**config.mk**
```make
export PLATFORM = sky130hd
export DESIGN_NAME = tpsh_front
export DESIGN_NICKNAME = d
export VERILOG_FILES = /design/src/rtl/tpsh_pkg.sv /design/src/rtl/tpsh_front.sv
export VERILOG_INCLUDE_DIRS = /design/src /design/src/rtl
export SDC_FILE = /design/constraint.sdc
export NUM_CORES = 1
export LEC_CHECK = 0
export ABC_AREA = 1
export BUFFER_PORTS_ARGS = -buffer_cell sky130_fd_sc_hd__buf_2
export CORE_MARGIN = 2
export CORE_UTILIZATION = 45
export DETAILED_ROUTE_END_ITERATION = 10
export PLACE_DENSITY = 0.75
export SYNTH_ARGS = -nofsm -noshare
export SYNTH_HDL_FRONTEND = slang
export SYNTH_SLANG_ARGS = --single-unit
```
**constraint.sdc**
```tcl
create_clock -name clock -period 5 [get_ports clock]
set_input_delay 1 -clock clock [delete_from_list [all_inputs] [get_ports clock]]
set_output_delay 1 -clock clock [all_outputs]
set_load 0.01 [all_outputs]
```
**src/rtl/three_tap_pitch_shifter_defines.svh**
```systemverilog
// assertion macros for the pitch shifter
`ifndef THREE_TAP_PITCH_SHIFTER_DEFINES_SVH
`define THREE_TAP_PITCH_SHIFTER_DEFINES_SVH

`ifndef SYNTHESIS
// condition implies consequence in the same cycle
`define TPSH_ASSERT_SAME(label, clk, rst, cond, cons, msg) \
   label: assert property (@(posedge clk) disable iff (rst) (cond) |-> (cons)) else $error(msg);
// condition implies consequence in the next cycle
`define TPSH_ASSERT_NEXT(label, clk, rst, cond, cons, msg) \
   label: assert property (@(posedge clk) disable iff (rst) (cond) |=> (cons)) else $error(msg);
`else
`define TPSH_ASSERT_SAME(label, clk, rst, cond, cons, msg)
`define TPSH_ASSERT_NEXT(label, clk, rst, cond, cons, msg)
`endif

`endif

```
**src/rtl/tpsh_pkg.sv**
```systemverilog
`timescale 1ns / 1ps
`default_nettype none
package tpsh_pkg;

   localparam int STORE_DEPTH      = 4096;
   localparam int STORE_AW         = $clog2(STORE_DEPTH);
   localparam int SINE_TABLE_DEPTH = 1024;
   localparam int QUARTER_DEPTH    = SINE_TABLE_DEPTH / 4;
   localparam int QUARTER_AW       = $clog2(QUARTER_DEPTH);
   localparam int SINE_AW          = $clog2(SINE_TABLE_DEPTH);
   localparam int FIFO_DEPTH       = 2;

   localparam logic [63:0] PI_HALF_Q60 = 64'h1921FB54442D1846;
   localparam logic [63:0] HALF_LSB15  = 64'h0000100000000000;

   localparam logic [0:0] CSR_PITCH = 1'b0;
   localparam logic [0:0] CSR_WET   = 1'b1;

   typedef enum logic [2:0] {
      ST_IDLE, ST_WRITE, ST_READ, ST_MUL, ST_ACC, ST_MIX, ST_OUT
   } tpsh_state_type;

   typedef struct packed {
      logic               valid;
      logic signed [15:0] sample;
   } tpsh_queue_type;

   typedef logic [14:0] qsine_table_type [QUARTER_DEPTH];

   function automatic logic [31:0] pitch_step(input logic [2:0] sel);
      logic [31:0] step;
      case (sel)
         3'd0:    step = 32'h00080000;
         3'd1:    step = 32'h000AAAAA;
         3'd2:    step = 32'h000C0000;
         3'd3:    step = 32'h00100000;
         3'd4:    step = 32'h00155555;
         3'd5:    step = 32'h00180000;
         default: step = 32'h00200000;
      endcase
      return step;
   endfunction

   // (a * b) >> 60, elaboration use only
   function automatic logic [63:0] mul_q60(input logic [63:0] a, input logic [63:0] b);
      logic [63:0] al, ah, bl, bh, ll, lh, hl, hh, mid, lo, hi;
      al  = {32'd0, a[31:0]};
      ah  = {32'd0, a[63:32]};
      bl  = {32'd0, b[31:0]};
      bh  = {32'd0, b[63:32]};
      ll  = al * bl;
      lh  = al * bh;
      hl  = ah * bl;
      hh  = ah * bh;
      mid = {32'd0, ll[63:32]} + {32'd0, lh[31:0]} + {32'd0, hl[31:0]};
      lo  = {mid[31:0], ll[31:0]};
      hi  = hh + {32'd0, lh[63:32]} + {32'd0, hl[63:32]} + {32'd0, mid[63:32]};
      return {hi[59:0], lo[63:60]};
   endfunction

   // q15 sin(m/16384 * pi/2) by taylor series
   function automatic logic [14:0] quarter_sine(input logic [14:0] m);
      logic [63:0] x, x2, term, sum, r;
      x    = (PI_HALF_Q60 >> 14) * {49'd0, m};
      x2   = mul_q60(x, x);
      term = x;
      sum  = x;
      term = mul_q60(term, x2) / 64'd6;   sum = sum - term;
      term = mul_q60(term, x2) / 64'd20;  sum = sum + term;
      term = mul_q60(term, x2) / 64'd42;  sum = sum - term;
      term = mul_q60(term, x2) / 64'd72;  sum = sum + term;
      term = mul_q60(term, x2) / 64'd110; sum = sum - term;
      term = mul_q60(term, x2) / 64'd156; sum = sum + term;
      term = mul_q60(term, x2) / 64'd210; sum = sum - term;
      term = mul_q60(term, x2) / 64'd272; sum = sum + term;
      term = mul_q60(term, x2) / 64'd342; sum = sum - term;
      term = mul_q60(term, x2) / 64'd420; sum = sum + term;
      term = mul_q60(term, x2) / 64'd506; sum = sum - term;
      term = mul_q60(term, x2) / 64'd600; sum = sum + term;
      r = (sum + HALF_LSB15) >> 45;
      return (r > 64'd32767) ? 15'd32767 : r[14:0];
   endfunction

   function automatic qsine_table_type build_qsine();
      qsine_table_type tbl;
      for (int j = 0; j < QUARTER_DEPTH; j++) begin
         tbl[j] = quarter_sine(15'((j * 16384) / QUARTER_DEPTH));
      end
      return tbl;
   endfunction

   localparam qsine_table_type QSINE = build_qsine();

   // q15 sine of a 16-bit angle, quarter-wave table with symmetry
   function automatic logic signed [15:0] sine_of(input logic [15:0] angle);
      logic [SINE_AW-1:0]  k;
      logic [1:0]          quad;
      logic [QUARTER_AW:0] j;
      logic [14:0]         mag;
      k    = angle[15 -: SINE_AW];
      quad = k[SINE_AW-1 -: 2];
      j    = {1'b0, k[QUARTER_AW-1:0]};
      if (quad[0]) begin
         j = (QUARTER_AW + 1)'(QUARTER_DEPTH) - j;
      end
      mag = j[QUARTER_AW] ? 15'd32767 : QSINE[j[QUARTER_AW-1:0]];
      return quad[1] ? -$signed({1'b0, mag}) : $signed({1'b0, mag});
   endfunction

endpackage
`default_nettype wire

```
**src/rtl/tpsh_front.sv**
```systemverilog
`timescale 1ns / 1ps
`default_nettype none
`include "three_tap_pitch_shifter_defines.svh"
module tpsh_front (
   input  wire logic                    clock,
   input  wire logic                    reset,
   input  wire logic                    req_tvalid,
   output logic                         req_tready,
   input  wire logic [15:0]             req_tdata,
   input  wire logic                    pop,
   output tpsh_pkg::tpsh_queue_type     head
);
   logic [15:0] slot_ff [tpsh_pkg::FIFO_DEPTH];
   logic        wr_ptr_ff, wr_ptr_in, rd_ptr_ff, rd_ptr_in;
   logic [1:0]  count_ff, count_in;
   logic        push, pop_ok;

   // two-entry sample queue
   assign req_tready = (count_ff != 2'(tpsh_pkg::FIFO_DEPTH));
   assign push       = req_tvalid && req_tready;
   assign pop_ok     = pop && (count_ff != 2'd0);

   always_comb begin
      wr_ptr_in = push   ? ~wr_ptr_ff : wr_ptr_ff;
      rd_ptr_in = pop_ok ? ~rd_ptr_ff : rd_ptr_ff;
      count_in  = count_ff + {1'b0, push} - {1'b0, pop_ok};
   end

   always_ff @(posedge clock) begin
      if (reset) begin
         wr_ptr_ff <= 1'b0;
         rd_ptr_ff <= 1'b0;
         count_ff  <= 2'd0;
      end else begin
         wr_ptr_ff <= wr_ptr_in;
         rd_ptr_ff <= rd_ptr_in;
         count_ff  <= count_in;
      end
   end

   always_ff @(posedge clock) begin
      if (push) begin
         slot_ff[wr_ptr_ff] <= req_tdata;
      end
   end

   assign head.valid  = (count_ff != 2'd0);
   assign head.sample = $signed(slot_ff[rd_ptr_ff]);

   `TPSH_ASSERT_SAME(a_count_bound, clock, reset, 1'b1, count_ff <= 2'd2, "queue overfull")
   `TPSH_ASSERT_NEXT(a_push_only, clock, reset, push && !pop_ok, count_ff == $past(count_ff) + 2'd1, "queue count lost a push")
endmodule
`default_nettype wire

```
==> results.cfg <==
[status]
outcome = completed

[power]
powerDensity_nw_per_um2 = 465.4
peakVddDrop_uv = 217.9
cellLeakagePower_nw = 0.7127

[global_routing]
grt_max_degree = 17
grt_pass1_wl_um = 3443
grt_pass1_vias = 841
grt.overflow.total = 0
antenna_found_initial = 0
grt_use_total_pct = 13.90

[clock_tree]
clockBufferDepth = 2
clock-sinks = 37
clockRootBuffer = clkbuf_4
ctsResizeCount = 0
holdBufCountCts = 0
postCtsSetupBuffers = 0
htree_levels = 2
clk_transition_reported_paths_ps = 90
clock_latency_ps = 330
numCtsBuffers = 5
cts_tree = yes

[finish]
antennaDiodeCount = 0
fillers = 273
mostFrequentLayoutCell = buf_2
fin_area_um2 = 1719
final_cell_mix = 37 x buf_2, 32 x edfxtp_1, 10 x mux2_4
area_growth_pct = 18.24
drive_gt1_share_pct = 45.04
fin_nets = 152

[timing]
rsz0062_at_grt = false
slew_headroom_pct = 42.38
maxSlewViolCount = 0
period_minus_slack_ps = 2786
tns_ps = 0
fmax_ghz = 0.3589
setup_viol = 0
worst_pin_slew_ps = 863.2
timing.final.crit_share_pct = 55.73
final_hold_viol_count = 0
worst_clock_skew_ps = 2.439

[worst_setup_path]
cp.required_ps = 4000
crit_type = reg -> out
critical_path_buf_inv_count = 1
path_delay_family = flip-flops
crit_path_end_kind = output pin
cp_max_fo = 16
start_kind = flop
critical-path-slowest-cell = dfxtp_1
path_cells = mux2_2, buf_2
slowest_delay_ps = 890
arrival_ps = 1790

[detailed_routing]
drt-pass1-iter-count = 4
drc = 0
drt-total-wl_um = 2305
dr_total_vias = 830
routedWlPerCell_um = 13.17
ant_nets = 0
viasPerCell = 4.743
first_iter_violations = 7

[logic_synthesis]
synth_cell_type_count = 12
ys_ff_latch = 37
synth_nets = 109
synth_area_per_cell_um2 = 16.71
yosys_warnings = 0
synthCells = 87
syn_area_um2 = 1454
seq_area_frac_synth_pct = 72.98

[die]
coreArea_um2 = 3053
dieWidth_um = 60.84
die-area_um2 = 3702
start_util_pct = 47.62
pin_count = 38
rows = 20
die_y_um = 60.84

[placed_design]
hpwlAfterDp_um = 1635
gp_congestion = 0.6285
port_buffers = 37
place_area_um2 = 1670

[job]
cap_viol_max_count = 0

[worst_hold_path]
hold_class = reg -> reg
## state kept, by name (all words and copies together), names as in the netlist, named ones only
signal	cells
rd_ptr_ff	1
slot_ff	32
count_ff	2
wr_ptr_ff	1
## layer usage
layer,GRT usage [%],part of all wire [%]
met4,10.25,2.9
met3,4.904,6.3
met2,25.04,52
met1,12.66,39
met5,0,0
## worst register-to-register path, delay by kind of cell (launching register included)
family                     cells  cell delay, ps
adders and majority gates      2             460
DFF                            1             370
and+or+nand+nor                4             340
buffers and inverters          3             170
AOI/OAI and AO/OA              1             130
## cell usage after synthesis, drive strengths merged
cell	instances	area share, %
ha	2	1.7
nand3	3	1.0
mux2	16	15
a21oi	2	0.69
dfxtp	5	6.9
nand2	8	2.1
nor2	9	2.3
buf	2	2.2
edfxtp	32	66
inv	8	2.1
## worst paths after layout
path | from | endpoint | slack, ps | cells after the start
worst max-delay path | flop | head[3] | 2210 | 2
worst min-delay path | wr_ptr_ff | wr_ptr_ff | 520 | 2
worst max register to register | count_ff[0] | count_ff[1] | 3430 | 10
worst min register to register | wr_ptr_ff | wr_ptr_ff | 520 | 2
## metrics by stage
| step | instances | util (%) | hold WS (ps) | setup slack [ps] | total power (W) |
|---|---|---|---|---|---|
| after detailed placement | 167 | 54.71 | 487.2 | 2527 | 0.0006671 |
| after floorplan | 87 | - | 467.5 | 2846 | 0.0005963 |
| after global placement | 167 | 54.71 | 486.1 | 2573 | 0.0006543 |
| final | 175 | 56.31 | 521.0 | 2214 | 0.0008001 |
| after CTS | 175 | 56.31 | 524.3 | 2152 | 0.0008111 |
| after global routing | 175 | 56.31 | 568.6 | 2100 | 0.0008480 |
## power by group
group / switching, W / internal, W
registers: 0.0000351 / 0.000393
clock network: 0.0000885 / 0.0000560
logic: 0.000112 / 0.000116
total: 0.000235 / 0.000565
## layout make-up
type | instances | area (µm²) | share of cell area, %
clock buffer | 8 | 48.80 | 2.838
sequential | 37 | 1061 | 61.72
inverter | 8 | 30.03 | 1.747
timing repair buffer | 38 | 192.7 | 11.21
tap | 44 | 55.05 | 3.202
multi-input combinational | 40 | 331.6 | 19.29
## kinds of logic (layout without fill, tap and decap cells)
kind of cell	Yosys count	in the layout	share of synthesized area (%)
flops	37	37	72.98
compound gates	2	2	0.6885
fa+ha+maj	2	2	1.721
simple gates	20	20	5.421
buf+inv	10	54	4.217
mux	16	16	14.97
Power figures use the tool's default switching activity.
